[src/ax25_header_stream_parser_defines.svh]
// Assertion macros used by the parser's result queue.
`ifndef AX25_HEADER_STREAM_PARSER_DEFINES_SVH
`define AX25_HEADER_STREAM_PARSER_DEFINES_SVH

// The condition must never hold at a clock edge outside reset.
`define AHSP_ASSERT_NEVER(lbl, clk, rst_n, cond, msg) \
    lbl: assert property (@(posedge clk) disable iff (!rst_n) !(cond)) \
        else $error(msg);

// When the trigger holds, the consequence must hold in the next cycle.
`define AHSP_ASSERT_NEXT(lbl, clk, rst_n, trig, cons, msg) \
    lbl: assert property (@(posedge clk) disable iff (!rst_n) (trig) |=> (cons)) \
        else $error(msg);

`endif

[src/ahsp_pkg.sv]
package ahsp_pkg;

    // Result kinds.
    localparam logic [1:0] KIND_ADDR = 2'd0;
    localparam logic [1:0] KIND_CTRL = 2'd1;
    localparam logic [1:0] KIND_INFO = 2'd2;
    localparam logic [1:0] KIND_ERR  = 2'd3;

    // Address roles.
    localparam logic [1:0] ROLE_DEST = 2'd0;
    localparam logic [1:0] ROLE_SRC  = 2'd1;
    localparam logic [1:0] ROLE_RPT  = 2'd2;

    // Command/response classification.
    localparam logic [1:0] CR_CMD  = 2'd0;
    localparam logic [1:0] CR_RESP = 2'd1;
    localparam logic [1:0] CR_OLD  = 2'd2;

    // Frame types.
    localparam logic [3:0] FT_I       = 4'd0;
    localparam logic [3:0] FT_RR      = 4'd1;
    localparam logic [3:0] FT_SREJ    = 4'd4;
    localparam logic [3:0] FT_SABME   = 4'd5;
    localparam logic [3:0] FT_SABM    = 4'd6;
    localparam logic [3:0] FT_DISC    = 4'd7;
    localparam logic [3:0] FT_DM      = 4'd8;
    localparam logic [3:0] FT_UA      = 4'd9;
    localparam logic [3:0] FT_FRMR    = 4'd10;
    localparam logic [3:0] FT_UI      = 4'd11;
    localparam logic [3:0] FT_XID     = 4'd12;
    localparam logic [3:0] FT_TEST    = 4'd13;
    localparam logic [3:0] FT_UNKNOWN = 4'd14;

    // One result as it travels from the front end to the output stage.
    // The control word and mode are kept raw; the back end extracts the
    // sequence numbers and the poll/final bit.
    typedef struct packed {
        logic [1:0]  kind;
        logic [55:0] addr;
        logic [1:0]  role;
        logic [3:0]  hops;
        logic [1:0]  cr;
        logic [3:0]  ftype;
        logic [15:0] ctl;
        logic        ext;
        logic [7:0]  octet;
        logic        last;
    } rec_t;

endpackage

[src/ax25_header_stream_parser.sv]
// Channel   | Direction | Handshake            | Payload
// ----------+-----------+----------------------+-------------------------------------
// octets    | in        | in_valid / in_ready  | data_in, end_of_frame
// results   | out       | out_valid / out_ready| kind, addr_value ... data_byte, last
// config    | in        | cfg_write            | cfg_data (extended_mode)
//
// One octet is accepted per cycle while in_ready is high; a result that an octet causes
// passes through a queue entry, then the output register.
// in_ready drops only while the two-entry result queue between the front end and the
// output register is full; the front end and output stage stall independently.
// Reset is asynchronous and active low and needs no clearing pass.
module ax25_header_stream_parser #(
    parameter int MAX_REPEATERS = 8,
    parameter int CALL_CHARS    = 6
) (
    input  logic        clk,
    input  logic        rst_n,
    input  logic        cfg_write,
    input  logic        cfg_data,
    input  logic        in_valid,
    output logic        in_ready,
    input  logic [7:0]  data_in,
    input  logic        end_of_frame,
    output logic        out_valid,
    input  logic        out_ready,
    output logic [1:0]  kind,
    output logic [55:0] addr_value,
    output logic [1:0]  addr_role,
    output logic [3:0]  hops,
    output logic [1:0]  cr,
    output logic [3:0]  frame_type,
    output logic [6:0]  nr,
    output logic [6:0]  ns,
    output logic        pf,
    output logic [7:0]  proto,
    output logic [7:0]  data_byte,
    output logic        last
);

    logic           accept;
    logic           push;
    logic           full;
    logic           pop;
    logic           empty;
    ahsp_pkg::rec_t push_rec;
    ahsp_pkg::rec_t pop_rec;

    // An octet request is taken whenever the queue has room.
    assign in_ready = !full;
    assign accept   = in_valid && in_ready;

    ahsp_front #(
        .MAX_REPEATERS (MAX_REPEATERS),
        .CALL_CHARS    (CALL_CHARS)
    ) u_front (
        .clk          (clk),
        .rst_n        (rst_n),
        .cfg_write    (cfg_write),
        .cfg_data     (cfg_data),
        .accept       (accept),
        .data_in      (data_in),
        .end_of_frame (end_of_frame),
        .push         (push),
        .push_rec     (push_rec)
    );

    ahsp_fifo u_fifo (
        .clk      (clk),
        .rst_n    (rst_n),
        .push     (push),
        .push_rec (push_rec),
        .full     (full),
        .pop      (pop),
        .empty    (empty),
        .pop_rec  (pop_rec)
    );

    ahsp_back u_back (
        .clk        (clk),
        .rst_n      (rst_n),
        .empty      (empty),
        .pop_rec    (pop_rec),
        .pop        (pop),
        .out_valid  (out_valid),
        .out_ready  (out_ready),
        .kind       (kind),
        .addr_value (addr_value),
        .addr_role  (addr_role),
        .hops       (hops),
        .cr         (cr),
        .frame_type (frame_type),
        .nr         (nr),
        .ns         (ns),
        .pf         (pf),
        .proto      (proto),
        .data_byte  (data_byte),
        .last       (last)
    );

endmodule

[src/ahsp_front.sv]
module ahsp_front #(
    parameter int MAX_REPEATERS = 8,
    parameter int CALL_CHARS    = 6
) (
    input  logic              clk,
    input  logic              rst_n,
    input  logic              cfg_write,
    input  logic              cfg_data,
    input  logic              accept,
    input  logic [7:0]        data_in,
    input  logic              end_of_frame,
    output logic              push,
    output ahsp_pkg::rec_t    push_rec
);

    // Parse phases.
    localparam logic [2:0] PH_DEST = 3'd0;
    localparam logic [2:0] PH_SRC  = 3'd1;
    localparam logic [2:0] PH_RPT  = 3'd2;
    localparam logic [2:0] PH_CTL1 = 3'd3;
    localparam logic [2:0] PH_CTL2 = 3'd4;
    localparam logic [2:0] PH_PID  = 3'd5;
    localparam logic [2:0] PH_INFO = 3'd6;
    localparam logic [2:0] PH_DROP = 3'd7;

    // Callsign octets are ASCII shifted left by one; address octet seven is the SSID.
    localparam logic [6:0] CH_SPACE = 7'h20;
    localparam logic [2:0] LAST_OCTET = 3'd6;

    // Unnumbered control patterns with the poll/final bit masked off.
    localparam logic [7:0] U_MASK  = 8'hEF;
    localparam logic [7:0] U_SABME = 8'h6F;
    localparam logic [7:0] U_SABM  = 8'h2F;
    localparam logic [7:0] U_DISC  = 8'h43;
    localparam logic [7:0] U_DM    = 8'h0F;
    localparam logic [7:0] U_UA    = 8'h63;
    localparam logic [7:0] U_FRMR  = 8'h87;
    localparam logic [7:0] U_UI    = 8'h03;
    localparam logic [7:0] U_XID   = 8'hAF;
    localparam logic [7:0] U_TEST  = 8'hE3;

    logic [2:0]  phase_reg, phase_next;
    logic [2:0]  count_reg, count_next;
    logic        space_reg, space_next;
    logic [55:0] shift_reg, shift_next;
    logic        dest_c_reg, dest_c_next;
    logic [1:0]  cr_reg, cr_next;
    logic [3:0]  hop_reg, hop_next;
    logic [15:0] ctl_reg, ctl_next;
    logic [3:0]  type_reg, type_next;
    logic        ext_reg;

    logic        run_after;
    logic        give_err;
    logic        start;
    logic        bad;
    logic [6:0]  ch;
    logic [3:0]  hop_inc;
    logic [15:0] w_new;
    logic [3:0]  ft_new;

    function automatic logic char_ok(input logic [6:0] c);
        return (c >= 7'h41 && c <= 7'h5A) || (c >= 7'h30 && c <= 7'h39) || c == CH_SPACE;
    endfunction

    // Frame type from the control word.
    function automatic logic [3:0] classify(input logic [15:0] w);
        logic [3:0] t;
        t = ahsp_pkg::FT_UNKNOWN;
        if (!w[0]) begin
            t = ahsp_pkg::FT_I;
        end
        else if (w[1:0] == 2'b01) begin
            t = ahsp_pkg::FT_RR + {2'b00, w[3:2]};
        end
        else begin
            case (w[7:0] & U_MASK)
                U_SABME: t = ahsp_pkg::FT_SABME;
                U_SABM:  t = ahsp_pkg::FT_SABM;
                U_DISC:  t = ahsp_pkg::FT_DISC;
                U_DM:    t = ahsp_pkg::FT_DM;
                U_UA:    t = ahsp_pkg::FT_UA;
                U_FRMR:  t = ahsp_pkg::FT_FRMR;
                U_UI:    t = ahsp_pkg::FT_UI;
                U_XID:   t = ahsp_pkg::FT_XID;
                U_TEST:  t = ahsp_pkg::FT_TEST;
                default: t = ahsp_pkg::FT_UNKNOWN;
            endcase
        end
        return t;
    endfunction

    assign ch      = data_in[7:1];
    assign hop_inc = hop_reg + 4'd1;
    assign ft_new  = classify(w_new);

    // Per-octet parse step.
    always_comb
    begin
        phase_next  = phase_reg;
        count_next  = count_reg;
        space_next  = space_reg;
        shift_next  = shift_reg;
        dest_c_next = dest_c_reg;
        cr_next     = cr_reg;
        hop_next    = hop_reg;
        ctl_next    = ctl_reg;
        type_next   = type_reg;
        run_after   = 1'b0;
        give_err    = 1'b0;
        start       = 1'b0;
        bad         = 1'b0;
        w_new       = ctl_reg;
        push        = 1'b0;
        push_rec    = '0;
        push_rec.ext = ext_reg;

        if (accept)
        begin
            unique case (phase_reg)
                PH_DEST, PH_SRC, PH_RPT:
                begin
                    if (count_reg < 3'(CALL_CHARS))
                    begin
                        if (!char_ok(ch) || data_in[0])
                        begin
                            bad = 1'b1;
                        end
                        if (ch == CH_SPACE)
                        begin
                            space_next = 1'b1;
                        end
                        else if (space_reg)
                        begin
                            bad = 1'b1;
                        end
                    end
                    shift_next = {shift_reg[47:0], data_in};
                    if (bad || end_of_frame)
                    begin
                        give_err = 1'b1;
                    end
                    else if (count_reg < LAST_OCTET)
                    begin
                        count_next = count_reg + 3'd1;
                    end
                    else
                    begin
                        count_next    = 3'd0;
                        space_next    = 1'b0;
                        push_rec.kind = ahsp_pkg::KIND_ADDR;
                        push_rec.addr = shift_next;
                        if (phase_reg == PH_DEST)
                        begin
                            push          = 1'b1;
                            dest_c_next   = data_in[7];
                            push_rec.role = ahsp_pkg::ROLE_DEST;
                            phase_next    = PH_SRC;
                        end
                        else if (phase_reg == PH_SRC)
                        begin
                            push = 1'b1;
                            if (dest_c_reg != data_in[7])
                            begin
                                cr_next = dest_c_reg ? ahsp_pkg::CR_CMD : ahsp_pkg::CR_RESP;
                            end
                            else
                            begin
                                cr_next = ahsp_pkg::CR_OLD;
                            end
                            hop_next      = 4'd0;
                            push_rec.role = ahsp_pkg::ROLE_SRC;
                            push_rec.cr   = cr_next;
                            phase_next    = data_in[0] ? PH_CTL1 : PH_RPT;
                        end
                        else
                        begin
                            hop_next = hop_inc;
                            if (!data_in[0] && hop_inc >= 4'(MAX_REPEATERS))
                            begin
                                give_err = 1'b1;
                            end
                            else
                            begin
                                push          = 1'b1;
                                push_rec.role = ahsp_pkg::ROLE_RPT;
                                push_rec.hops = hop_inc;
                                push_rec.cr   = cr_reg;
                                phase_next    = data_in[0] ? PH_CTL1 : PH_RPT;
                            end
                        end
                    end
                end
                PH_CTL1:
                begin
                    w_new    = {8'h00, data_in};
                    ctl_next = w_new;
                    if (ext_reg && data_in[1:0] != 2'b11)
                    begin
                        if (end_of_frame)
                        begin
                            give_err = 1'b1;
                        end
                        else
                        begin
                            phase_next = PH_CTL2;
                        end
                    end
                    else
                    begin
                        run_after = 1'b1;
                    end
                end
                PH_CTL2:
                begin
                    w_new     = ctl_reg | {data_in, 8'h00};
                    ctl_next  = w_new;
                    run_after = 1'b1;
                end
                PH_PID:
                begin
                    push           = 1'b1;
                    push_rec.kind  = ahsp_pkg::KIND_CTRL;
                    push_rec.hops  = hop_reg;
                    push_rec.cr    = cr_reg;
                    push_rec.ftype = type_reg;
                    push_rec.ctl   = ctl_reg;
                    push_rec.octet = data_in;
                    push_rec.last  = end_of_frame;
                    if (end_of_frame)
                    begin
                        start = 1'b1;
                    end
                    else
                    begin
                        phase_next = PH_INFO;
                    end
                end
                PH_INFO:
                begin
                    push           = 1'b1;
                    push_rec.kind  = ahsp_pkg::KIND_INFO;
                    push_rec.octet = data_in;
                    push_rec.last  = end_of_frame;
                    start          = end_of_frame;
                end
                PH_DROP:
                begin
                    start = end_of_frame;
                end
                default:
                begin
                    start = end_of_frame;
                end
            endcase
        end

        // Control field complete: decide between PID, info and end of header.
        if (run_after)
        begin
            type_next = ft_new;
            if (ft_new == ahsp_pkg::FT_I || ft_new == ahsp_pkg::FT_UI)
            begin
                if (end_of_frame)
                begin
                    give_err = 1'b1;
                end
                else
                begin
                    phase_next = PH_PID;
                end
            end
            else
            begin
                push           = 1'b1;
                push_rec.kind  = ahsp_pkg::KIND_CTRL;
                push_rec.hops  = hop_reg;
                push_rec.cr    = cr_reg;
                push_rec.ftype = ft_new;
                push_rec.ctl   = w_new;
                if (ft_new == ahsp_pkg::FT_TEST && !end_of_frame)
                begin
                    phase_next = PH_INFO;
                end
                else
                begin
                    push_rec.last = 1'b1;
                    if (end_of_frame)
                    begin
                        start = 1'b1;
                    end
                    else
                    begin
                        phase_next = PH_DROP;
                    end
                end
            end
        end

        // Error result, then drop the rest of the frame. An error on a repeater
        // beyond the limit still carries that repeater's address octets.
        if (give_err)
        begin
            push      = 1'b1;
            push_rec.kind = ahsp_pkg::KIND_ERR;
            push_rec.last = 1'b1;
            if (end_of_frame)
            begin
                start = 1'b1;
            end
            else
            begin
                phase_next = PH_DROP;
            end
        end

        // Return to the start of a new frame.
        if (start)
        begin
            phase_next = PH_DEST;
            count_next = 3'd0;
            space_next = 1'b0;
            hop_next   = 4'd0;
            shift_next = '0;
        end
    end

    // Parser state.
    always_ff @(posedge clk or negedge rst_n)
    begin
        if (!rst_n)
        begin
            phase_reg  <= PH_DEST;
            count_reg  <= 3'd0;
            space_reg  <= 1'b0;
            shift_reg  <= '0;
            dest_c_reg <= 1'b0;
            cr_reg     <= ahsp_pkg::CR_CMD;
            hop_reg    <= 4'd0;
            ctl_reg    <= 16'h0000;
            type_reg   <= ahsp_pkg::FT_UNKNOWN;
            ext_reg    <= 1'b0;
        end
        else
        begin
            phase_reg  <= phase_next;
            count_reg  <= count_next;
            space_reg  <= space_next;
            shift_reg  <= shift_next;
            dest_c_reg <= dest_c_next;
            cr_reg     <= cr_next;
            hop_reg    <= hop_next;
            ctl_reg    <= ctl_next;
            type_reg   <= type_next;
            if (cfg_write)
            begin
                ext_reg <= cfg_data;
            end
        end
    end

endmodule

[src/ahsp_fifo.sv]
`include "ax25_header_stream_parser_defines.svh"

module ahsp_fifo (
    input  logic           clk,
    input  logic           rst_n,
    input  logic           push,
    input  ahsp_pkg::rec_t push_rec,
    output logic           full,
    input  logic           pop,
    output logic           empty,
    output ahsp_pkg::rec_t pop_rec
);

    localparam int DEPTH = 2;

    ahsp_pkg::rec_t mem_reg [DEPTH];
    logic       wr_ptr_reg, wr_ptr_next;
    logic       rd_ptr_reg, rd_ptr_next;
    logic [1:0] count_reg, count_next;

    assign full    = (count_reg == 2'(DEPTH));
    assign empty   = (count_reg == 2'd0);
    assign pop_rec = mem_reg[rd_ptr_reg];

    // Pointer and occupancy update.
    always_comb
    begin
        wr_ptr_next = wr_ptr_reg ^ push;
        rd_ptr_next = rd_ptr_reg ^ pop;
        count_next  = count_reg + {1'b0, push} - {1'b0, pop};
    end

    always_ff @(posedge clk or negedge rst_n)
    begin
        if (!rst_n)
        begin
            wr_ptr_reg <= 1'b0;
            rd_ptr_reg <= 1'b0;
            count_reg  <= 2'd0;
        end
        else
        begin
            wr_ptr_reg <= wr_ptr_next;
            rd_ptr_reg <= rd_ptr_next;
            count_reg  <= count_next;
        end
    end

    // Entry storage.
    always_ff @(posedge clk)
    begin
        if (push)
        begin
            mem_reg[wr_ptr_reg] <= push_rec;
        end
    end

    `AHSP_ASSERT_NEVER(a_count_range, clk, rst_n, count_reg > 2'(DEPTH), "queue count overflow")
    `AHSP_ASSERT_NEVER(a_push_full, clk, rst_n, push && full, "push into full queue")
    `AHSP_ASSERT_NEVER(a_pop_empty, clk, rst_n, pop && empty, "pop from empty queue")
    `AHSP_ASSERT_NEXT(a_push_grows, clk, rst_n, push && !pop, count_reg == $past(count_reg) + 2'd1, "queue count did not grow")

endmodule

[src/ahsp_back.sv]
module ahsp_back (
    input  logic           clk,
    input  logic           rst_n,
    input  logic           empty,
    input  ahsp_pkg::rec_t pop_rec,
    output logic           pop,
    output logic           out_valid,
    input  logic           out_ready,
    output logic [1:0]     kind,
    output logic [55:0]    addr_value,
    output logic [1:0]     addr_role,
    output logic [3:0]     hops,
    output logic [1:0]     cr,
    output logic [3:0]     frame_type,
    output logic [6:0]     nr,
    output logic [6:0]     ns,
    output logic           pf,
    output logic [7:0]     proto,
    output logic [7:0]     data_byte,
    output logic           last
);

    logic        valid_reg;
    logic [1:0]  kind_reg, kind_next;
    logic [55:0] addr_reg, addr_next;
    logic [1:0]  role_reg, role_next;
    logic [3:0]  hops_reg, hops_next;
    logic [1:0]  cr_reg, cr_next;
    logic [3:0]  ftype_reg, ftype_next;
    logic [6:0]  nr_reg, nr_next;
    logic [6:0]  ns_reg, ns_next;
    logic        pf_reg, pf_next;
    logic [7:0]  proto_reg, proto_next;
    logic [7:0]  data_reg, data_next;
    logic        last_reg, last_next;

    // Load the output register when it is free or being taken.
    assign pop = !empty && (!valid_reg || out_ready);

    // Field extraction by result kind; fields that do not apply are zero.
    always_comb
    begin
        kind_next  = pop_rec.kind;
        addr_next  = '0;
        role_next  = '0;
        hops_next  = '0;
        cr_next    = '0;
        ftype_next = '0;
        nr_next    = '0;
        ns_next    = '0;
        pf_next    = 1'b0;
        proto_next = '0;
        data_next  = '0;
        last_next  = pop_rec.last;
        unique case (pop_rec.kind)
            ahsp_pkg::KIND_ADDR:
            begin
                addr_next = pop_rec.addr;
                role_next = pop_rec.role;
                hops_next = pop_rec.hops;
                cr_next   = pop_rec.cr;
            end
            ahsp_pkg::KIND_CTRL:
            begin
                hops_next  = pop_rec.hops;
                cr_next    = pop_rec.cr;
                ftype_next = pop_rec.ftype;
                proto_next = pop_rec.octet;
                if (pop_rec.ftype <= ahsp_pkg::FT_SREJ)
                begin
                    nr_next = pop_rec.ext ? pop_rec.ctl[15:9] : {4'b0000, pop_rec.ctl[7:5]};
                    pf_next = pop_rec.ext ? pop_rec.ctl[8] : pop_rec.ctl[4];
                    if (pop_rec.ftype == ahsp_pkg::FT_I)
                    begin
                        ns_next = pop_rec.ext ? pop_rec.ctl[7:1] : {4'b0000, pop_rec.ctl[3:1]};
                    end
                end
                else if (pop_rec.ftype != ahsp_pkg::FT_UNKNOWN)
                begin
                    pf_next = pop_rec.ctl[4];
                end
            end
            ahsp_pkg::KIND_INFO:
            begin
                data_next = pop_rec.octet;
            end
            ahsp_pkg::KIND_ERR:
            begin
                // The address octets stay on an error for a repeater over the limit.
                addr_next = pop_rec.addr;
                last_next = 1'b1;
            end
            default:
            begin
                last_next = pop_rec.last;
            end
        endcase
    end

    always_ff @(posedge clk or negedge rst_n)
    begin
        if (!rst_n)
        begin
            valid_reg <= 1'b0;
        end
        else if (pop)
        begin
            valid_reg <= 1'b1;
        end
        else if (out_ready)
        begin
            valid_reg <= 1'b0;
        end
    end

    // Output payload register.
    always_ff @(posedge clk)
    begin
        if (pop)
        begin
            kind_reg  <= kind_next;
            addr_reg  <= addr_next;
            role_reg  <= role_next;
            hops_reg  <= hops_next;
            cr_reg    <= cr_next;
            ftype_reg <= ftype_next;
            nr_reg    <= nr_next;
            ns_reg    <= ns_next;
            pf_reg    <= pf_next;
            proto_reg <= proto_next;
            data_reg  <= data_next;
            last_reg  <= last_next;
        end
    end

    assign out_valid  = valid_reg;
    assign kind       = kind_reg;
    assign addr_value = addr_reg;
    assign addr_role  = role_reg;
    assign hops       = hops_reg;
    assign cr         = cr_reg;
    assign frame_type = ftype_reg;
    assign nr         = nr_reg;
    assign ns         = ns_reg;
    assign pf         = pf_reg;
    assign proto      = proto_reg;
    assign data_byte  = data_reg;
    assign last       = last_reg;

endmodule

[config.mk]
export PLATFORM = sky130hd
export DESIGN_NAME = ax25_header_stream_parser
export DESIGN_NICKNAME = d
export VERILOG_FILES = /design/src/ahsp_pkg.sv /design/src/ax25_header_stream_parser.sv /design/src/ahsp_front.sv /design/src/ahsp_fifo.sv /design/src/ahsp_back.sv
export VERILOG_INCLUDE_DIRS = /design/src /design/src/src
export SDC_FILE = /design/constraint.sdc
export NUM_CORES = 1
export LEC_CHECK = 0
export ABC_CLOCK_PERIOD_IN_PS = 20800
export BUFFER_PORTS_ARGS = -buffer_cell sky130_fd_sc_hd__buf_2
export CAP_MARGIN = 20
export CORE_UTILIZATION = 40
export CTS_CLUSTER_DIAMETER = 30
export DETAILED_ROUTE_END_ITERATION = 10
export PLACE_DENSITY = 0.61
export SYNTH_ARGS = -nofsm -noshare
export SYNTH_HDL_FRONTEND = slang
export SYNTH_SLANG_ARGS = --single-unit
[constraint.sdc]
create_clock -name clk -period 20.8 [get_ports clk]
set_input_delay 2.08 -clock clk [delete_from_list [all_inputs] [get_ports clk]]
set_output_delay 2.08 -clock clk [all_outputs]
set_load 0.01 [all_outputs]
; Yosys cells after proc, flatten, opt, wreduce, memory -nomap -nowiden
; Memories as Yosys holds them, arrays and structs flattened.
; Index checks and enable logic that the tools add are counted.
[word_totals]
wordCells = 237
regBits = 190
ram_bits = 192
inputBits = 15
memories = 1
[memory_table]
columns = memory, words, width, rd, rd_ports_with_merged_regs, wr, line
row1 = u_fifo.mem_reg, 2, 96, 1, 0, 1, ahsp_fifo.sv:16  ; ahsp_pkg::rec_t mem_reg [DEPTH];
[op_classes]
bitwise_logic = 6
mux = 119
addsub = 5
n_reduce_logical = 41
magnitude_cmp = 7
n_eq_ne = 30
[op_table]
columns = operator, count
row1 = two-way mux 48 bit, 3
row2 = two-way mux 86 bit, 1
row3 = two-way mux 3 bit, 23
row4 = two-way mux 66 bit, 1
row5 = two-way mux 64 bit, 1
row6 = two-way mux 58 bit, 1
row7 = two-way mux 1 bit, 55
row8 = two-way mux 26 bit, 2
row9 = two-way mux 4 bit, 10
row10 = case mux 4 bit (9 select lines), 1
row11 = case mux 16 bit (2 select lines), 1
row12 = "== test 7 x 6 -> 1 bit, second input constant", 4
row13 = "== test 7 bit, second input constant", 3
row14 = two-way mux 20 bit, 1
row15 = two-way mux 9 bit, 2
row16 = two-way mux 16 bit, 1
row17 = OR 16 bit, 1
row18 = two-way mux 2 bit, 7
row19 = "== test 3 bit, second input constant", 4
row20 = case mux 6 bit (2 select lines), 1
row21 = AND reduction 5 bit, 2
row22 = case mux 3 bit (3 select lines), 1
row23 = AND reduction 3 bit, 3
row24 = "== test 4 bit, second input constant", 2
row25 = 41 further kinds, 77

; Logic depth before layout (Yosys ltp)
; Gate-level depths: netlist of run 1.
[depth]
word_depth = 23
ltp_mapped = 22
depth_no_buf = 19

; Hierarchy
; Synthesis of run 1 repeated with hierarchy kept, for this count alone.
[hier_totals]
cells_unflattened = 1210
hier_area_um2 = 16359.4
[modules_own_cells]
columns = module, area_per_inst_um2, instances, cells_per_inst, seq_area_each_um2
row1 = ahsp_fifo, 7253.2, 1, 315, 5865.6
row2 = ahsp_front, 5165.0, 1, 657, 2080.7
row3 = ahsp_back, 3931.3, 1, 236, 3088.0
row4 = ax25_header_stream_parser, 10.0, 1, 2, 0.0

; Least setup slack after synthesis of run 1
; Ideal clock, no wire load.
[synth_path]
path_type = in2reg
from = in out_ready
to = reg u_fifo.count_reg[1]
stages = 7
required_ns = 20.720
path_buffers = 0
path_slack_ns = 12.266
t_arrival_ns = 8.454
cell_sequence = inv_1 a21oi_1 ha_1 inv_1 ha_1 xnor2_1 xnor2_1
[synth_via]
elab_chain_len = 3
[synth_lines]
columns = item, line
row1 = "start, declared", ax25_header_stream_parser.sv:25  ; input logic out_ready,
row2 = logical OR 1 bit, ahsp_back.sv:38  ; assign pop = !empty && (!valid_reg || out_ready);
row3 = logical AND 1 bit, ahsp_back.sv:38
row4 = net pop, ax25_header_stream_parser.sv:43  ; logic pop;
row5 = subtractor 2 x 1 -> 2 bit, ahsp_fifo.sv:30  ; count_next = count_reg + {1'b0, push} - {1'b0, pop};
row6 = net u_fifo.count_next[1], ahsp_fifo.sv:19  ; logic [1:0] count_reg, count_next;
row7 = "end signal, assigned", ahsp_fifo.sv:45  ; count_reg <= count_next;
row8 = "end, declared", ahsp_fifo.sv:19
; The timed path passes the listed nets, and every way through them passes these cells.
; A chain may end at the register's enable or synchronous reset.

; Worst setup path in the final report of run 1
[layout_path]
from = in in_valid
to = mem u_fifo.mem_reg[1][46] (netlist bit), enable pin
[layout_via]
elab_chain_len = 13
word_cells_on_any_way = 30
[layout_lines]
columns = item, line
row1 = "start, declared", ax25_header_stream_parser.sv:20  ; input logic in_valid,
row2 = logical AND 1 bit *, ax25_header_stream_parser.sv:50  ; assign accept = in_valid && in_ready;
row3 = two-way mux 16 bit, ahsp_front.sv:118  ; if (accept)
row4 = == test 7 bit (tied with other cells), ahsp_front.sv:77  ; case (w[7:0] & U_MASK)
row5 = case mux 4 bit (9 select lines), ahsp_front.sv:77
row6 = two-way mux 4 bit, ahsp_front.sv:73  ; else if (w[1:0] == 2'b01) begin
row7 = two-way mux 4 bit, ahsp_front.sv:70  ; if (!w[0]) begin
row8 = == test 4 bit / logical NOT 4 bit (equally long branches), ahsp_front.sv:262  ; if (ft_new == ahsp_pkg::FT_I || ft_new == ahsp_pkg::FT_UI)
row9 = logical OR 1 bit, ahsp_front.sv:262
row10 = two-way mux 1 bit, ahsp_front.sv:262
row11 = two-way mux 1 bit, ahsp_front.sv:259  ; if (run_after)
row12 = two-way mux 1 bit *, ahsp_front.sv:302  ; if (give_err)
row13 = two-way mux 1 bit *, ahsp_fifo.sv:52  ; if (push)
row14 = two-way mux 1 bit (implied by the code) *, ahsp_fifo.sv:54  ; mem_reg[wr_ptr_reg] <= push_rec;
row15 = "end, declared", ahsp_fifo.sv:16
; Every way passes the cells marked *; elsewhere a longest branch is shown, timed or not.

==> results.md, run 1 <==
- Outcome: completed
- Boundary pin count: 119
- Met1 usage: 0.2394
- Largest family of logic cells by synthesized area: simple AND/OR/NAND/NOR gates
- CP Launch Type: input port
- M2 GR Usage: 0.2576
- Hold Buf Count CTS: 0
- Fin crit period: 6089 ps
- CP endpoint: u_fifo.mem_reg[1][46]$_DFFE_PP_
- EDFF count, synth: 292
- Rel. slew slack: 0.3591
- Antenna viol nets, final: 0
- Later-pin clock latency in the skew report: between 500 and 600 ps
- Post-CTS Setup Inserts: 0
- Syn_nets: ~1,200
- Max reg flops: 190
- Synthesized instance count: 1,219
- Compound-cell area share of the yosys netlist: 0.07090
- Crit Path Class: in2reg
- Synth Warn #: 0
- CTS tree: built
- Vias in the first global route: 9,842
- Die W: 201.5 µm
- Final Setup Violations: 0
- Post-cts sizing count: 0
- Worst Hold Class: reg2reg
- Placer Congestion: 0.8727
- GR peak layer: met2
- Register bit count reported by yosys: 380
- Worst-margin pin slew: 957.8 ps
- Worst R2R End: u_fifo.mem_reg[1][46]$_DFFE_PP_
- Area growth from synthesis to layout: 22.32%
- Initial antenna violation count: 1
- Initial core utilization: 0.4090
- Worst Setup SP: in_valid
- Residual DRC: 0
- Die area: 40,600 µm²
- Static leakage: 7.911 nW
- Setup TNS: 0 ps
- Skew final: 19.92 ps
- Aggregate global routing overflow: 0
- Met3 usage: 0.04098
- Post-synthesis cell area: 15,920 µm²
- FP Rows: a little over 70
- Post-Synth Adder-Cell Area: 0.01100
- Reg2Reg Setup Slack: 15,270 ps
- Sequential cell area fraction in the yosys report: 0.6894
- PwrDens: 172.6 nW/µm²
- Global-route wire length before repair: roughly 54,000 µm
- Layout Nets: 1,378
- Fmax: 164.2 MHz
- Post-DP HPWL: 21,160 µm
- Period utilization: 0.2927
- Via/cell ratio: slightly above 5
- Number of antenna diodes: 0
- R2R cell count: 15
- Share of cells above drive strength 1: 0.1969
- CTS sink count: 380
- Num CTS Buffers: 73
- Reg-to-Reg Start: u_front.phase_reg[0]$_DFF_PN0_
- Gr usage total: 0.1707
- RSZ-0062 raised after global routing: no
- Mux cell area share after synthesis: 0.06964
- Root buffer cell: clkbuf_16
- Synth unique cells: 69
- Fin. Hold Viols: 0
- Synth Area in Simple Gates: 0.1287
- CP required: 21,010 ps
- Post-synth ARST share: 0.2316
- Via count: 9,894
- Mean area per synthesized cell: 13.06 µm²
- Placeable Area: 38,920 µm²
- Most used DFF post-synth: edfxtp_1
- Maxcap violations: 0
- Crit path DAT: 6300 ps
- Die H: 201.5 µm
- I/O Buffers: 118
- Detailed-route wire length: 34,480 µm
- Tot Pwr: 3.361 mW
- Clock slew seen by the registers of the worst setup and hold paths: 50 ps
- CTS H-Tree Depth: 3
- Largest net degree at the start of global routing: 105
- Worst VDD drop: 81.55 µV
- Hold Slack: 465.9 ps
- Clock Path Buffers: 3
- Slew Viols, Final: 0
- First-pass DRT Iterations: 5
- WL per Instance: 17.91 µm
- Worst setup EP type: register
- Initial DRC count: approximately 660
- XOR/XNOR share of the synthesized area: 0.004401
- CP Max Fanout: 51
==> how the worst min path moves through the flow <==
stage,start,end,slack [ps],cells after the start
6_report,u_front.type_reg[3]$_DFFE_PN1P_,u_front.type_reg[3]$_DFFE_PN1P_,470,2
5_1_grt,u_front.type_reg[3]$_DFFE_PN1P_,u_front.type_reg[3]$_DFFE_PN1P_,480,2
4_1_cts,u_front.type_reg[3]$_DFFE_PN1P_,u_front.type_reg[3]$_DFFE_PN1P_,470,2
3_5_place_dp,u_front.type_reg[3]$_DFFE_PN1P_,u_front.type_reg[3]$_DFFE_PN1P_,460,2
3_3_place_gp,u_front.type_reg[3]$_DFFE_PN1P_,u_front.type_reg[3]$_DFFE_PN1P_,450,2
2_1_floorplan,u_front.type_reg[2]$_DFFE_PN1P_,u_front.type_reg[2]$_DFFE_PN1P_,440,2
==> kinds of logic (layout without fill, tap and decap cells) <==
kind of cell,count (synthesis),count (layout)
adder cells (fa/ha/maj),14,14
flip-flops,380,380
multiplexers,109,109
XOR/XNOR,8,8
AND/OR/NAND/NOR,428,428
AO/OA/AOI/OAI,179,179
buffers and inverters,101,289
==> cells in the mapped netlist (3+ instances only) <==
library cell | instances | area share
buf_1 | 13 | 0.0031
nor2b_1 | 28 | 0.011
nand2b_1 | 9 | 0.0035
edfxtp_1 | 292 | 0.55
nand2_1 | 145 | 0.034
buf_6 | 3 | 0.0021
buf_2 | 9 | 0.0028
a22oi_1 | 8 | 0.0038
dfrtp_1 | 85 | 0.13
a2111oi_0 | 3 | 0.0017
a211oi_1 | 8 | 0.0038
nand3b_1 | 3 | 0.0014
ha_1 | 14 | 0.011
or2_2 | 3 | 0.0012
nand3_1 | 13 | 0.0041
o21ai_0 | 33 | 0.010
nor4_1 | 4 | 0.0016
o41ai_1 | 3 | 0.0017
or3_1 | 3 | 0.0012
nand4_1 | 4 | 0.0016
nor2_1 | 118 | 0.028
and2_1 | 11 | 0.0043
dfstp_2 | 3 | 0.0050
a22o_1 | 15 | 0.0083
mux2i_1 | 100 | 0.063
nor3_1 | 10 | 0.0031
and3_1 | 60 | 0.024
nor3b_1 | 3 | 0.0014
nand4b_1 | 4 | 0.0022
clkbuf_1 | 49 | 0.012
mux2_2 | 7 | 0.0050
a21oi_1 | 72 | 0.023
inv_1 | 24 | 0.0057
a31oi_1 | 8 | 0.0031
xnor2_1 | 6 | 0.0033
a211o_1 | 4 | 0.0022
==> layout make-up <==
cell class	count	area [µm²]
multi-input combinational	738	4594
tap	518	648.1
timing repair buffer	130	683.2
inverter	26	97.59
clock inverter	44	491.7
fill	3348	19440
clock buffer	89	1979
sequential	380	10980
==> where the power goes <==
group          internal, mW  total, mW  switching [mW]  leakage (nW)
logic                 0.294      0.869           0.574          2.75
clock network         0.771       1.16           0.386          1.19
registers              1.20       1.34           0.133          3.97
total                  2.27       3.36            1.09          7.91
==> per-layer routing <==
layer,vias to the layer above,share of wire
li1,4728,-
met1,4843,0.47
met2,267,0.46
met3,54,0.056
met4,2,0.019
met5,-,0.00032
==> metrics by stage <==
stage	worst slack (ps)	instances	cell area (µm²)	util
floorplan	12270	1219	15920	-
global placement	14320	1792	17000	0.4369
detailed placement	14180	1792	17000	0.4369
CTS	14760	1925	19470	0.5004
global route	14300	1925	19470	0.5004
finish	14710	1925	19470	0.5004
==> worst max-delay path: stages <==
cell and delay [ps]:
buf_2 150, nand3_4 280, mux2_4 430, inv_1 60
ha_1 370, nand2b_1 90, a2111oi_0 430, o22ai_1 170
a21oi_1 170, o22a_1 270, or4b_1 450, nand3_1 170
nand3_1 220, ha_4 440, buf_4 430
==> placed cells by master, fill, tap and decap left out, types with 5 or more instances in the layout <==
master / instances
edfxtp_1: 292
nand2_1: 145
buf_2: 117
nor2_1: 114
mux2i_1: 100
dfrtp_1: 84
clkbuf_16: 75
a21oi_1: 71
and3_1: 60
o21ai_0: 33
nor2b_1: 28
inv_1: 24
a22o_1: 15
nand3_1: 13
buf_4: 13
and2_1: 11
ha_1: 11
nor3_1: 10
nand2b_1: 9
clkinv_1: 9
clkbuf_1: 9
a31oi_1: 8
a211oi_1: 8
a22oi_1: 8
clkinvlp_4: 8
mux2_2: 7
bufinv_16: 7
inv_6: 7
xnor2_1: 6
clkinv_2: 5
clkbuf_8: 5
(Power assumes the default switching activity.)
==> run 2: changes to the inputs <==
- ABC_CLOCK_PERIOD_IN_PS: 20800 -> 4900
- PLACE_DENSITY: 0.61 -> 0.63
- clock period: 20.8 -> 4.9 ns (I/O delays scaled with it)
==> results.md, run 2 (synthesis gave the netlist of run 1 again) <==
- Max reg flops: 190 (unchanged)
- Static leakage: 7.952 nW (+0.51%)
- Worst VDD drop: 325.3 µV (+300%)
- Area of the multi-input gates: 4589 µm² (-0.11%)
- CP Max Fanout: 35 (-31%)
- RSZ-0062 raised after global routing: no
- Fin crit period: 4624 ps
- Register area: 10,980 µm² (unchanged)
- Outcome: completed
- Placeable Area: 38,920 µm² (unchanged)
- Fin. Hold Viols: 0 (unchanged)
- Share of cells above drive strength 1: 0.2034 (+0.006529)
- Die W: 201.5 µm (unchanged)
- Worst Hold Class: in2reg
- Global-route wire length before repair: 56,370 µm (+4.1%)
- Final Setup Violations: 0 (unchanged)
- CTS tree: built
- Area growth from synthesis to layout: 22.93%
- Hold Slack: 127.6 ps (-338.4 ps)
- Hold Buf Count CTS: 1 (+1)
- PwrDens: 733.9 nW/µm² (+330%)
- CP Launch Type: register
- Maxcap violations: 0 (unchanged)
- Via count: 10,175 (+2.8%)
- Antenna viol nets, final: 0 (unchanged)
- Aggregate global routing overflow: 0 (unchanged)
- Detailed-route wire length: 35,860 µm (+4.0%)
- Slew Viols, Final: 0 (unchanged)
- CTS H-Tree Depth: 3 (unchanged)
- CP required: 5190 ps (-15,820 ps)
- First-pass DRT Iterations: 5 (unchanged)
- Num CTS Buffers: 68 (-6.8%)
- Clock slew seen by the registers of the worst setup and hold paths: 50 ps (about the same)
- Crit path DAT: 4920 ps (-1380 ps)
- Worst-margin pin slew: 1099 ps (+141.1 ps)
- FP Rows: 72 (unchanged)
- Crit Path Class: reg2reg
- Clock Path Buffers: 3 (unchanged)
- Vias in the first global route: 10,115 (+2.8%)
- Period utilization: 0.9436
- Worst Hold Endpoint: u_back.out_valid$_DFFE_PN0P_
- Layout Nets: 1,384 (+0.44%)
- R2R cell count: 15 (unchanged)
- Reg2Reg Setup Slack: 280 ps (-14,990 ps)
- Skew final: 14.17 ps (-5.751 ps)
- Later-pin clock latency in the skew report: 560 ps (about the same)
- Gr usage total: 0.1773 (+0.006601)
- Post-CTS Setup Inserts: 0 (unchanged)
- Residual DRC: 0 (unchanged)
- Reg-to-Reg Start: u_front.phase_reg[2]$_DFF_PN0_
- CTS sink count: 380 (unchanged)
- I/O Buffers: 118 (unchanged)
- Hold Path Stages: 2 (unchanged)
- Post-cts sizing count: 0 (unchanged)
- Worst Setup SP: u_front.phase_reg[2]$_DFF_PN0_
- Setup TNS: 0 ps (unchanged)
- WL per Instance: 18.58 µm (+3.7%)
- Rel. slew slack: 0.2618 (-0.09734)
- Boundary pin count: 119 (unchanged)
- Initial core utilization: 0.4090 (unchanged)
- Worst R2R End: u_fifo.mem_reg[0][66]$_DFFE_PP_
- Largest net degree at the start of global routing: 79 (-25%)
- Initial antenna violation count: 1 (unchanged)
- Die H: 201.5 µm (unchanged)
- Initial DRC count: 802 (+22%)
- Commonest non-fill, non-tap cell in the layout: edfxtp_1
- Root buffer cell: clkbuf_16
- Die area: 40,600 µm² (unchanged)
- Post-DP HPWL: 21,930 µm (+3.7%)
- Fill cells: 3,331 (-0.51%)
- Fmax: 216.3 MHz
- Placer Congestion: 0.8756 (+0.33%)
- Commonest cells after routing, fill and taps aside: 292 x edfxtp_1, 145 x nand2_1, 117 x buf_2
- Hold wc startpoint: out_ready
- Worst setup EP type: register
- Via/cell ratio: 5.272 (+2.6%)
run 2: cell count changes in the layout (fill, tap and decap cells not counted), sizes merged:
cell / before / now
buf: 130 / 139
clkbuf: 89 / 86
clkinv: 19 / 17
diode: 0 / 1
dlygate4sd3: 0 / 1
inv: 36 / 35
run 2: layout make-up:
cell class                      instances  area share
Inverter                               26    0.004987
Antenna cell                            1   0.0001279
Multi-Input combinational cell        738      0.2345
Timing Repair Buffer                  141     0.04424
Tap cell                              518     0.03312
Clock inverter                         41     0.02487
Clock buffer                           85     0.09718
Sequential cell                       380      0.5610
run 2: how the worst max path moves through the flow:
stage,end,slack [ps],cells after the start
2_1_floorplan,u_fifo.mem_reg[0][0]$_DFFE_PP_,-810,17
4_1_cts,u_fifo.mem_reg[0][8]$_DFFE_PP_,390,15
3_5_place_dp,u_fifo.mem_reg[0][63]$_DFFE_PP_,410,15
6_report,u_fifo.mem_reg[0][66]$_DFFE_PP_,280,15
5_1_grt,u_fifo.mem_reg[0][14]$_DFFE_PP_,20,15
3_3_place_gp,u_fifo.mem_reg[0][64]$_DFFE_PP_,540,15
run 2: routing by layer:
layer,up-vias,part of all wire,global-route usage
li1,4747,-,-
met1,5043,0.45,0.2473
met2,312,0.46,0.2674
met3,73,0.061,0.04211
met4,0,0.027,0.07008
met5,-,0,0
run 2: metrics by stage:
stage	cells	util	cell area [µm²]	power, mW	setup WS [ps]
finish	1930	0.5029	19570	14.36	276.3
global route	1929	0.5028	19570	15.13	20.50
floorplan	1219	-	15920	8.168	-809.9
CTS	1927	0.5022	19540	14.48	389.4
global placement	1800	0.4405	17140	9.564	535.6
detailed placement	1800	0.4405	17140	9.632	410.8
run 2: critical path, cell delays in order, from the launching register on:
cell,delay (ps)
dfrtp_1,530
and3b_2,380
nand3_4,130
mux2i_1,180
inv_1,110
ha_1,350
inv_1,140
or3_1,370
mux2_2,270
a21oi_1,150
o22a_1,270
or4b_1,470
nand3_1,200
nand3_1,260
ha_4,330
buf_12,190
run 2: power breakdown:
group          switching (mW)  total, mW  leakage, nW  internal [mW]
Combinational            2.48       3.88         2.84           1.40
Clock                    1.63       4.79         1.14           3.16
Sequential              0.592       5.69         3.97           5.10
==> run 3: changes to the inputs <==
- BUFFER_PORTS_ARGS: -buffer_cell sky130_fd_sc_hd__buf_2 -> unset
- DONT_BUFFER_PORTS: unset -> 1
- PLACE_DENSITY: 0.63 -> 0.6
==> results.md, run 3 (synthesis gave the netlist of run 1 again) <==
- Cell area after layout: 19,060 µm² (-2.6%)
- Hold Slack: 36.31 ps (-91.26 ps)
- Via/cell ratio: 5.343 (+1.4%)
- Commonest cells after routing, fill and taps aside: 292 x edfxtp_1, 145 x nand2_1, 114 x nor2_1
- Tot Pwr: 14.04 mW (-2.2%)
- Worst Hold Class: in2reg
- CP Launch Type: register
- Placed instance count: 1,685 (-6.4%)
- Max reg flops: 190 (unchanged)
- CP Max Fanout: 37 (+5.7%)
- Initial core utilization: 0.4090 (unchanged)
- Placeable Area: 38,920 µm² (unchanged)
- Post-DP HPWL: 21,750 µm (-0.84%)
- Via count: 9,746 (-4.2%)
- Initial DRC count: 670 (-16%)
- Largest net degree at the start of global routing: 89 (+13%)
- Static leakage: 7.506 nW (-5.6%)
- Aggregate global routing overflow: 0 (unchanged)
- RSZ-0062 raised after global routing: no
- PwrDens: 736.9 nW/µm² (+0.40%)
- WL per Instance: 19.70 µm (+6.0%)
- Share of cells above drive strength 1: 0.1325 (-0.07094)
- Crit path DAT: 4940 ps (+20 ps)
- Boundary pin count: 119 (unchanged)
- Die H: 201.5 µm (unchanged)
- Post-Place Setup Slack: 347.8 ps (-62.92 ps)
- Clock Path Buffers: 3 (unchanged)
- Clock slew seen by the registers of the worst setup and hold paths: 50 ps (about the same)
- Fmax: 217.1 MHz (+0.40%)
- Layout Nets: 1,275 (-7.9%)
- Initial antenna violation count: 1 (unchanged)
- Setup WS post-layout: 294.8 ps (+18.50 ps)
- Fin crit period: 4605 ps (-18.50 ps)
- CP required: 5230 ps (+40 ps)
- Antenna viol nets, final: 0 (unchanged)
- Die W: 201.5 µm (unchanged)
- Worst VDD drop: 373.7 µV (+15%)
- Period utilization: 0.9398 (-0.003776)
- Finished Layout Cells: 1,824 (-5.5%)
- Slew Viols, Final: 0 (unchanged)
- Residual DRC: 0 (unchanged)
- Outcome: completed
- Fill cells: 3,386 (+1.7%)
- Rel. slew slack: 0.2530 (-0.008771)
- Setup TNS: 0 ps (unchanged)
- Skew final: 18.72 ps (+4.551 ps)
- Global-route wire length before repair: 55,950 µm (-0.73%)
- Area growth from synthesis to layout: 19.73%
- Fin. Hold Viols: 0 (unchanged)
- Commonest non-fill, non-tap cell in the layout: edfxtp_1
- Worst-margin pin slew: 1112 ps (+13.06 ps)
- Worst setup EP type: register
- Placer Congestion: 0.8552 (-2.3%)
- Final Setup Violations: 0 (unchanged)
- CTS tree: built
- Vias in the first global route: 9,685 (-4.3%)
- Gr usage total: 0.1771 (-0.0002632)
- Post-DP Area: 16,590 µm² (-3.3%)
- I/O Buffers: 0 (-100%)
- Num CTS Buffers: 73 (+7.4%)
- Root buffer cell: clkbuf_16
- First-pass DRT Iterations: 5 (unchanged)
- Crit Path Class: reg2reg
- Number of antenna diodes: 0 (-1)
- CTS H-Tree Depth: 3 (unchanged)
- Maxcap violations: 0 (unchanged)
- CTS sink count: 380 (unchanged)
- Detailed-route wire length: 35,930 µm (+0.18%)
- FP Rows: 72 (unchanged)
- Die area: 40,600 µm² (unchanged)
- Util after Layout: 0.4897 (-0.01312)
- Later-pin clock latency in the skew report: 580 ps (+20 ps)
[run 3: area by class of cell]
| class | count | area [µm²] | area share |
|---|---|---|---|
| inverters | 26 | 97.59 | 0.005120 |
| well taps | 518 | 648.1 | 0.03401 |
| repair buffers | 27 | 342.8 | 0.01799 |
| clock buffers | 90 | 1942 | 0.1019 |
| multi-input cells | 738 | 4594 | 0.2411 |
| flip-flops and latches | 380 | 10980 | 0.5760 |
| clock inverters | 45 | 456.7 | 0.02396 |
[run 3: power breakdown]
part	switching [mW]	internal, mW
clock network	1.71	3.08
registers	0.746	5.13
logic	2.24	1.15
[run 3: metal layers]
layer	global-route usage	routed length [µm]
met2	0.2679	16500
met1	0.2441	16110
met5	0	0
met4	0.07440	975
met3	0.04276	2345
[run 3: worst max-delay path: stages (launching register included)]
cell,delay (ps)
dfrtp_1,400
and2b_4,200
inv_2,140
nand3_4,160
mux2i_1,200
inv_1,120
ha_1,350
inv_1,140
or3_1,360
mux2_2,270
a21oi_1,180
o22a_1,280
or4b_1,470
nand3_1,170
nand3_1,210
ha_4,410
buf_4,270
[run 3: worst paths after layout]
| kind | start | slack [ps] | cells after the start | end |
|---|---|---|---|---|
| hold reg to reg | u_front.type_reg[3]$_DFFE_PN1P_ | 450 | 2 | u_front.type_reg[3]$_DFFE_PN1P_ |
| min in group asynchronous | rst_n | 580 | 2 | u_back.out_valid$_DFFE_PN0P_ |
| setup / recovery | u_fifo.count_reg[1]$_DFF_PN0_ | 290 | 16 | u_fifo.mem_reg[0][65]$_DFFE_PP_ |
| setup reg to reg | u_fifo.count_reg[1]$_DFF_PN0_ | 290 | 16 | u_fifo.mem_reg[0][65]$_DFFE_PP_ |
| hold / removal | end_of_frame | 40 | 1 | u_front.shift_reg[4]$_DFFE_PN0P_ |
| max in group asynchronous | rst_n | 3900 | 2 | u_fifo.rd_ptr_reg$_DFF_PN0_ |
[run 3: repair_timing]
| item | 4_1_cts | 5_1_grt |
|---|---|---|
| setup endpoints to repair | 0 | 25 |
| hold buffers | 3 | 0 |
| endpoints found under the hold margin | 89 | 0 |
| setup buffers | 0 | 1 |
| gates resized for setup | 0 | 0 |
